===== src/rtl/core/cle_pkg.sv =====
`timescale 1ns / 1ps
// ----------------------------------------------------------------------------
// cle_pkg
// Shared types and codes for the circular list engine.
// ----------------------------------------------------------------------------
package cle_pkg;

    typedef enum logic [2:0] {
        FN_INS_END   = 3'd0,
        FN_INS_FRONT = 3'd1,
        FN_INS_AFTER = 3'd2,
        FN_DEL_FRONT = 3'd3,
        FN_DEL_END   = 3'd4,
        FN_DEL_KEY   = 3'd5,
        FN_DISPLAY   = 3'd6,
        FN_NOP       = 3'd7
    } func_t;

    typedef enum logic [1:0] {
        ST_OK       = 2'd0,
        ST_EMPTY    = 2'd1,
        ST_NOT_FND  = 2'd2,
        ST_FULL     = 2'd3
    } status_t;

    typedef enum logic [2:0] {
        S_IDLE,
        S_DECIDE,
        S_WALK,
        S_APPLY,
        S_FIX,
        S_SHOW,
        S_OUT
    } state_t;

endpackage


===== src/rtl/core/circular_list_engine_unit.sv =====
`timescale 1ns / 1ps
// ----------------------------------------------------------------------------
// circular_list_engine_unit
// Circular singly linked list of signed 32-bit values in linked slots.
// ----------------------------------------------------------------------------
// Requests are taken one at a time. The engine stalls its input from the
// cycle after acceptance until the final result word of the request is
// taken, then accepts the next request in the following cycle. A full
// insert, an empty-list request and the unused code go straight to the
// result word. Insert after key and delete key read one slot per cycle
// while they search, up to the key or through all elements when the key
// is missing. Delete end walks to the element before the tail. Display
// reads one slot and then offers one word for each element. New elements
// take the lowest free slot, found from a used-slot bit vector.
module circular_list_engine_unit #(
    parameter int CAPACITY = 32
) (
    input  logic                  clk,
    input  logic                  rst_n,
    input  logic                  in_valid,
    output logic                  in_stall,
    input  logic [2:0]            func,
    input  logic signed [31:0]    value,
    input  logic signed [31:0]    key,
    output logic                  out_valid,
    input  logic                  out_stall,
    output logic [1:0]            status,
    output logic signed [31:0]    data,
    output logic [5:0]            count,
    output logic                  last
);
    import cle_pkg::*;

    localparam int AW = (CAPACITY > 1) ? $clog2(CAPACITY) : 1;
    localparam int CW = $clog2(CAPACITY + 1);

    // slot memories, one read port each, registered read
    logic [31:0]   val_mem [CAPACITY];
    logic [AW-1:0] lnk_mem [CAPACITY];
    logic [31:0]   val_rd;
    logic [AW-1:0] lnk_rd;
    logic [AW-1:0] rd_addr;
    logic          val_we, lnk_we;
    logic [AW-1:0] val_wa, lnk_wa;
    logic [31:0]   val_wd;
    logic [AW-1:0] lnk_wd;

    always_ff @(posedge clk)
    begin
        if (val_we)
        begin
            val_mem[val_wa] <= val_wd;
        end
        if (lnk_we)
        begin
            lnk_mem[lnk_wa] <= lnk_wd;
        end
        val_rd <= val_mem[rd_addr];
        lnk_rd <= lnk_mem[rd_addr];
    end

    state_t          state_reg, state_next;
    func_t           func_reg;
    logic [31:0]     value_reg, key_reg;
    logic [CAPACITY-1:0] used_reg, used_next;
    logic [AW-1:0]   head_reg, head_next, tail_reg, tail_next;
    logic [CW-1:0]   cnt_reg, cnt_next;
    logic [AW-1:0]   cur_reg, cur_next, prv_reg, prv_next;
    logic [CW-1:0]   idx_reg, idx_next;
    logic [1:0]      st_reg, st_next;
    logic [31:0]     dat_reg, dat_next;
    logic            last_reg, last_next;

    // lowest free slot
    logic [AW-1:0] free_slot;
    logic          full;
    always_comb
    begin
        free_slot = '0;
        for (int i = CAPACITY - 1; i >= 0; i--)
        begin
            if (!used_reg[i])
            begin
                free_slot = AW'(i);
            end
        end
    end
    assign full = &used_reg;

    // walk conditions; val_rd/lnk_rd belong to cur_reg
    logic key_hit, walk_end, tail_walk_end;
    assign key_hit       = (val_rd == key_reg);
    assign walk_end      = (int'(idx_reg) + 1 >= int'(cnt_reg));
    assign tail_walk_end = (int'(idx_reg) + 3 >= int'(cnt_reg));

    // slot to unlink, its predecessor and its successor
    logic [AW-1:0] del_slot, del_pred, del_nxt;
    assign del_slot = (func_reg == FN_DEL_END) ? tail_reg : cur_reg;
    assign del_pred = (func_reg == FN_DEL_END) ? cur_reg  : prv_reg;
    assign del_nxt  = (func_reg == FN_DEL_END) ? head_reg : lnk_rd;

    assign in_stall  = (state_reg != S_IDLE);
    assign out_valid = (state_reg == S_OUT);
    assign status    = st_reg;
    assign data      = dat_reg;
    assign count     = 6'(cnt_reg);
    assign last      = last_reg;

    // next state
    always_comb
    begin
        state_next = state_reg;
        case (state_reg)
            S_IDLE:   if (in_valid) state_next = S_DECIDE;
            S_DECIDE:
            begin
                case (func_reg)
                    FN_INS_END, FN_INS_FRONT:
                        state_next = full ? S_OUT : S_FIX;
                    FN_INS_AFTER, FN_DEL_KEY:
                        state_next = (cnt_reg == '0) ? S_OUT : S_WALK;
                    FN_DEL_FRONT:
                        state_next = (cnt_reg == '0) ? S_OUT : S_APPLY;
                    FN_DEL_END:
                    begin
                        if (cnt_reg == '0) state_next = S_OUT;
                        else if (int'(cnt_reg) <= 2) state_next = S_APPLY;
                        else state_next = S_WALK;
                    end
                    FN_DISPLAY:
                        state_next = (cnt_reg == '0) ? S_OUT : S_SHOW;
                    default:
                        state_next = S_OUT;
                endcase
            end
            S_WALK:
            begin
                if (func_reg == FN_DEL_END)
                begin
                    if (tail_walk_end) state_next = S_APPLY;
                end
                else if (key_hit)
                    state_next = (func_reg == FN_INS_AFTER && full) ? S_OUT : S_APPLY;
                else if (walk_end) state_next = S_OUT;
            end
            S_APPLY:  state_next = (func_reg == FN_INS_AFTER) ? S_FIX : S_OUT;
            S_FIX:    state_next = S_OUT;
            S_SHOW:   state_next = S_OUT;
            S_OUT:
            begin
                if (!out_stall)
                    state_next = last_reg ? S_IDLE : S_SHOW;
            end
            default:  state_next = S_IDLE;
        endcase
    end

    // datapath and memory control
    always_comb
    begin
        used_next = used_reg; head_next = head_reg; tail_next = tail_reg;
        cnt_next = cnt_reg; cur_next = cur_reg; prv_next = prv_reg;
        idx_next = idx_reg; st_next = st_reg;
        dat_next = dat_reg; last_next = last_reg;
        rd_addr = cur_reg;
        val_we = 1'b0; val_wa = free_slot; val_wd = value_reg;
        lnk_we = 1'b0; lnk_wa = free_slot; lnk_wd = head_reg;
        case (state_reg)
            S_DECIDE:
            begin
                // start any walk at head; first read issued here
                cur_next = head_reg; prv_next = tail_reg; idx_next = '0;
                rd_addr = head_reg;
                st_next = ST_OK; dat_next = '0; last_next = 1'b1;
                case (func_reg)
                    FN_INS_END, FN_INS_FRONT:
                    begin
                        if (full)
                            st_next = ST_FULL;
                        else
                        begin
                            // write the new slot; predecessor link patched next
                            val_we = 1'b1; lnk_we = 1'b1;
                            used_next[free_slot] = 1'b1;
                            cnt_next = cnt_reg + CW'(1);
                            cur_next = free_slot;
                            if (cnt_reg == '0)
                            begin
                                lnk_wd = free_slot; prv_next = free_slot;
                                head_next = free_slot; tail_next = free_slot;
                            end
                            else
                            begin
                                lnk_wd = head_reg; prv_next = tail_reg;
                                if (func_reg == FN_INS_END) tail_next = free_slot;
                                else head_next = free_slot;
                            end
                        end
                    end
                    FN_INS_AFTER, FN_DEL_FRONT, FN_DEL_END, FN_DEL_KEY, FN_DISPLAY:
                    begin
                        if (cnt_reg == '0) st_next = ST_EMPTY;
                    end
                    default: ;
                endcase
            end
            S_WALK:
            begin
                if (func_reg == FN_DEL_END)
                begin
                    // advance toward the element before the tail
                    cur_next = lnk_rd; idx_next = idx_reg + CW'(1);
                    rd_addr = lnk_rd;
                end
                else if (key_hit)
                begin
                    if (func_reg == FN_INS_AFTER && full)
                        st_next = ST_FULL;
                end
                else if (walk_end)
                begin
                    st_next = ST_NOT_FND;
                end
                else
                begin
                    prv_next = cur_reg; cur_next = lnk_rd;
                    idx_next = idx_reg + CW'(1);
                    rd_addr = lnk_rd;
                end
            end
            S_APPLY:
            begin
                if (func_reg == FN_INS_AFTER)
                begin
                    // new slot takes the successor of the key slot
                    val_we = 1'b1; lnk_we = 1'b1; lnk_wd = lnk_rd;
                    used_next[free_slot] = 1'b1;
                    cnt_next = cnt_reg + CW'(1);
                    prv_next = cur_reg; cur_next = free_slot;
                    if (cur_reg == tail_reg) tail_next = free_slot;
                end
                else
                begin
                    // unlink and free the slot
                    used_next[del_slot] = 1'b0;
                    if (int'(cnt_reg) <= 1)
                    begin
                        cnt_next = '0; head_next = '0; tail_next = '0;
                    end
                    else
                    begin
                        lnk_we = 1'b1; lnk_wa = del_pred; lnk_wd = del_nxt;
                        if (del_slot == head_reg) head_next = del_nxt;
                        if (del_slot == tail_reg) tail_next = del_pred;
                        cnt_next = cnt_reg - CW'(1);
                    end
                end
            end
            S_FIX:
            begin
                // insert: patch predecessor link
                lnk_we = 1'b1; lnk_wa = prv_reg; lnk_wd = cur_reg;
            end
            S_SHOW:
            begin
                dat_next = val_rd; st_next = ST_OK;
                last_next = walk_end;
                cur_next = lnk_rd; idx_next = idx_reg + CW'(1);
                rd_addr = lnk_rd;
            end
            default: ;
        endcase
    end

    // control registers
    always_ff @(posedge clk or negedge rst_n)
    begin
        if (!rst_n)
        begin
            state_reg <= S_IDLE;
            used_reg  <= '0;
            head_reg  <= '0;
            tail_reg  <= '0;
            cnt_reg   <= '0;
            cur_reg   <= '0;
            prv_reg   <= '0;
            idx_reg   <= '0;
            st_reg    <= '0;
            dat_reg   <= '0;
            last_reg  <= 1'b0;
        end
        else
        begin
            state_reg <= state_next;
            used_reg  <= used_next;
            head_reg  <= head_next;
            tail_reg  <= tail_next;
            cnt_reg   <= cnt_next;
            cur_reg   <= cur_next;
            prv_reg   <= prv_next;
            idx_reg   <= idx_next;
            st_reg    <= st_next;
            dat_reg   <= dat_next;
            last_reg  <= last_next;
        end
    end

    // payload registers
    always_ff @(posedge clk)
    begin
        if (state_reg == S_IDLE && in_valid)
        begin
            func_reg  <= func_t'(func);
            value_reg <= value;
            key_reg   <= key;
        end
    end

    // a walk never runs past the element count
    assert property (@(posedge clk) disable iff (!rst_n)
        state_reg == S_WALK |-> idx_reg < cnt_reg)
        else $error("walk index past count");
    // count agrees with the used-slot vector while idle
    assert property (@(posedge clk) disable iff (!rst_n)
        state_reg == S_IDLE |-> $countones(used_reg) == int'(cnt_reg))
        else $error("count and used slots disagree");
    // a result word is offered only after work on an accepted request
    assert property (@(posedge clk) disable iff (!rst_n)
        $rose(out_valid) |-> $past(in_stall))
        else $error("result without request");

endmodule

===== config.mk =====
export PLATFORM = sky130hd
export DESIGN_NAME = circular_list_engine_unit
export DESIGN_NICKNAME = d
export VERILOG_FILES = /design/src/rtl/core/cle_pkg.sv /design/src/rtl/core/circular_list_engine_unit.sv
export SDC_FILE = /design/constraint.sdc
export NUM_CORES = 2
export LEC_CHECK = 0
export ABC_CLOCK_PERIOD_IN_PS = 4750
export BUFFER_PORTS_ARGS = -buffer_cell sky130_fd_sc_hd__buf_4
export CORE_ASPECT_RATIO = 1.2
export CORE_UTILIZATION = 55
export DETAILED_ROUTE_END_ITERATION = 10
export PLACE_DENSITY = 0.71
export SETUP_SLACK_MARGIN = 0.5
export SYNTH_ARGS = -nofsm -noshare
export SYNTH_HDL_FRONTEND = slang
export SYNTH_SLANG_ARGS = --single-unit

===== constraint.sdc =====
create_clock -name clk -period 4.75 [get_ports clk]
set_input_delay 0.95 -clock clk [delete_from_list [all_inputs] [get_ports clk]]
set_output_delay 0.95 -clock clk [all_outputs]
set_load 0.02 [all_outputs]

==> flow_summary_export.csv <==
group,metric,value,unit
timing,final-hold-violation-count,0,
power,leakage,23.0,nW
timing,fmax,0.236,GHz
synthesis,synth_top_cell_by_area,"edfxtp_1",
critical_path,critPathMaxFanout,19,
detailed_routing,wl_per_cell,28.9,um
grt,overflow,0,
synthesis,seq_area_frac_synth,71.4,%
grt,grt_pass1_vias,34200,
finish,diodes,0,
finish,finalNonFillerCells,5524,
critical_path,rr_endpoint,"val_rd[31]",
clocking,clock-sinks,1390,
timing,rsz0062_at_grt,"true",
synthesis,syn_inst,3856,
critical_path,reg2reg_depth,11,
detailed_routing,met1_length,59600,um
critical_path,crit_cells,11,
critical_path,required,5.36,ns
die,die_h,355,um
die,dieArea,105000,um2
critical_path,worstSetupPathType,"reg -> reg",
timing,skew,0.0252,ns
timing,setup_violations,0,
finish,largest_reg_flops,1024,
clocking,cts_inserted_buffers,134,
detailed_routing,drc,0,
synthesis,synth.most_common_cell,"edfxtp_1",
critical_path,cp-startpoint,"val_rd[25]",
clocking,cts_tree,"done",
detailed_routing,finalWirelength,160000,um
timing,fin_crit,4.23,ns
synthesis,synth_ff_type,"edfxtp_1",
critical_path,timing.critical_path.buf_inv,1,
detailed_routing,firstDrtPassIters,6,
synthesis,yosys.cell_types.count,89,
detailed_routing,met2WireLength,74900,um
clocking,htree_levels,4,
detailed_routing,num_vias,35500,
detailed_routing,first_iter_violations,4764,
timing,tightest_slew,1.20,ns
placement,gp_congestion,0.917,
grt,antenna_found_initial,2,
die,io_pins,114,
placement,dp.cells,5242,
finish,drive_gt1_share,16.9,%
status,status,"complete, no violations",
synthesis,ys_ff_latch,1390,
synthesis,syn_area,57200,um2
power,peakVddDrop,0.892,mV
clocking,insertion_delay,0.78,ns
power,switching_share,41.2,%
synthesis,async_reset_ff_share,7.34,%
synthesis,synth_top_area_share,65.6,%
detailed_routing,routed.top_layer,"met4",
power,switching_power,20.9,mW
finish,final_area,65100,um2
critical_path,start_kind,"flip-flop",
power,p_clk_share,20.6,%
placement,dp_hpwl,90400,um
finish,utilization,63.1,%
job,drv_cap,0,
timing,max_slew_margin,20.1,%
clocking,cts_hold_buf,0,
placement,port_buffers,113,
power,power_frac_comb,48.4,%
synthesis,synth_area_leaders,"edfxtp_1 (66%), mux2i_1 (4.8%), dfrtp_1 (4.5%), nand2_1 (3.4%), mux4_2 (1.5%)",
power,sequentialPowerShare,31.0,%
power,pwr_density_cell,779,nW/um2
detailed_routing,postRouteAntennaNets,0,
placement,placed_area,60300,um2
detailed_routing,viasPerCell,6.42,
critical_path,cp_cell_sequence,"xor2_1 -> nor4_2 -> nand4_2 -> o21ai_4 -> o21bai_4 -> buf_4 -> a221o_1 -> and2_4 -> a32o_1 -> o2bb2a_1 -> a211oi_4",
synthesis,synth_edf_count,1251,
critical_path,crit_family,"compound AO/OA/AOI/OAI gates",
finish,fin_nets,4127,
critical_path,crit_end,"val_rd[31]",
synthesis,yosys_warnings,0,
power,intPower,29.8,mW
critical_path,slowest_stage,"dfxtp_1",
die,rows,129,
critical_path,rrSetupSlack,0.52,ns
clocking,cts.path.max_buffers,3,
synthesis,syn_area_per_cell,14.8,um2
finish,reg_top3,"val_mem: 1024 flops, lnk_mem: 160 flops",
critical_path,crit_path_end_kind,"flip-flop",
finish,area_growth,13.7,%
critical_path,reg2reg_from,"val_rd[25]",
detailed_routing,wl_met3,16600,um
hold_path,hp-class,"in -> async",
grt,grt_max_degree,73,
clocking,cts_root_buffer,"clkbuf_16",
die,die_w,296,um
die,core,103000,um2
clocking,clk_transition_reported_paths,0.07,ns
timing,finalSetupTns,0,ns
critical_path,crit_arrival,4.84,ns
synthesis,syn_nets,3944,
grt,track_usage,30.3,%
timing,final_max_slew_viol_count,0,
synthesis,synthTopCellsByCount,"edfxtp_1 (1251), nand2_1 (515), mux2i_1 (272), nor2_1 (147), o21ai_0 (137)",
grt,grt_pass1_wl,229000,um
critical_path,max_stage_delay,0.62,ns
die,start_util,55.5,%
timing,fin_crit_sh,89.1,%
finish,top_register,"val_mem",
## layout by cell type (no fill, tap or decap), types with 25 or more instances in the layout
| cell | instances |
|---|---|
| buf_12 | 25 |
| mux2i_1 | 271 |
| mux4_2 | 38 |
| a311oi_1 | 41 |
| o21ai_0 | 137 |
| o221ai_1 | 25 |
| nand2_1 | 514 |
| a22o_1 | 25 |
| nand3_1 | 112 |
| dfxtp_1 | 30 |
| clkbuf_16 | 136 |
| nor2_4 | 29 |
| inv_1 | 61 |
| and2_1 | 100 |
| a221oi_1 | 77 |
| a31oi_1 | 32 |
| a21oi_1 | 100 |
| edfxtp_1 | 1251 |
| a221o_1 | 41 |
| xor2_1 | 40 |
| clkinv_1 | 33 |
| a22oi_1 | 26 |
| buf_4 | 263 |
| dfrtp_1 | 97 |
| a211oi_2 | 33 |
| a211oi_1 | 80 |
| nor2_1 | 118 |
## logic make-up (layout without fill, tap and decap cells)
family | count (synthesis) | in the layout | share of synthesized area (%)
AO/OA/AOI/OAI | 778 | 778 | 10.6
XOR/XNOR | 52 | 52 | 0.796
adder cells (fa/ha/maj) | 17 | 17 | 0.372
buffers and inverters | 315 | 607 | 2.65
flip-flops | 1390 | 1390 | 71.4
multiplexers | 326 | 327 | 6.57
AND/OR/NAND/NOR | 978 | 978 | 7.64
## power by group through the flow
stage / Clock, mW / Sequential (mW) / Combinational (mW)
after detailed placement: 0 / 15.9 / 23.2
after global routing: 11.0 / 15.7 / 25.8
after global placement: 0 / 15.9 / 22.9
final: 10.5 / 15.7 / 24.5
after CTS: 10.5 / 15.7 / 24.0
after floorplan: 0 / 15.3 / 15.8
## cell type report
| cell class | count | area, um2 |
|---|---|---|
| inverter | 62 | 235 |
| clock inverter | 87 | 781 |
| multi-input combinational | 2152 | 15300 |
| sequential | 1390 | 40900 |
| clock buffer | 159 | 3490 |
| fill | 7266 | 38100 |
| timing repair buffer | 299 | 2700 |
| tap | 1375 | 1720 |
## worst min-delay path by stage
stage	startpoint	to	slack, ns	cells after the start
global placement	data[7]	data[7]	0.47	2
finish	rst_n	prv_reg[2]	0.31	1
detailed placement	data[22]	data[22]	0.47	2
global route	key[13]	key_reg[13]	0.31	1
CTS	key[13]	key_reg[13]	0.30	1
floorplan	val_rd[0]	data[0]	0.45	2
## per-layer routing
| metal | GRT usage (%) | vias to the layer above |
|---|---|---|
| li1 | - | 15300 |
| met1 | 39.5 | 17700 |
| met2 | 47.6 | 2037 |
| met3 | 6.99 | 436 |
| met4 | 15.7 | 0 |
| met5 | 0 | - |
## what timing repair did
item                       CTS  global route
gates cloned                 3             2
setup endpoints to repair   37            94
buffers inserted            17            14
resized for setup           21            10
pin swaps                    5            10
## metrics by stage
step | hold WS, ns | power, mW | setup slack, ns
5_1_grt | 0.315 | 52.5 | 0.430
3_3_place_gp | 0.465 | 38.8 | -0.191
3_5_place_dp | 0.473 | 39.1 | -0.186
4_1_cts | 0.299 | 50.2 | 0.502
2_1_floorplan | 0.453 | 31.1 | 0.474
6_report | 0.315 | 50.7 | 0.519
Note: power is estimated with default switching activity, not from simulation.
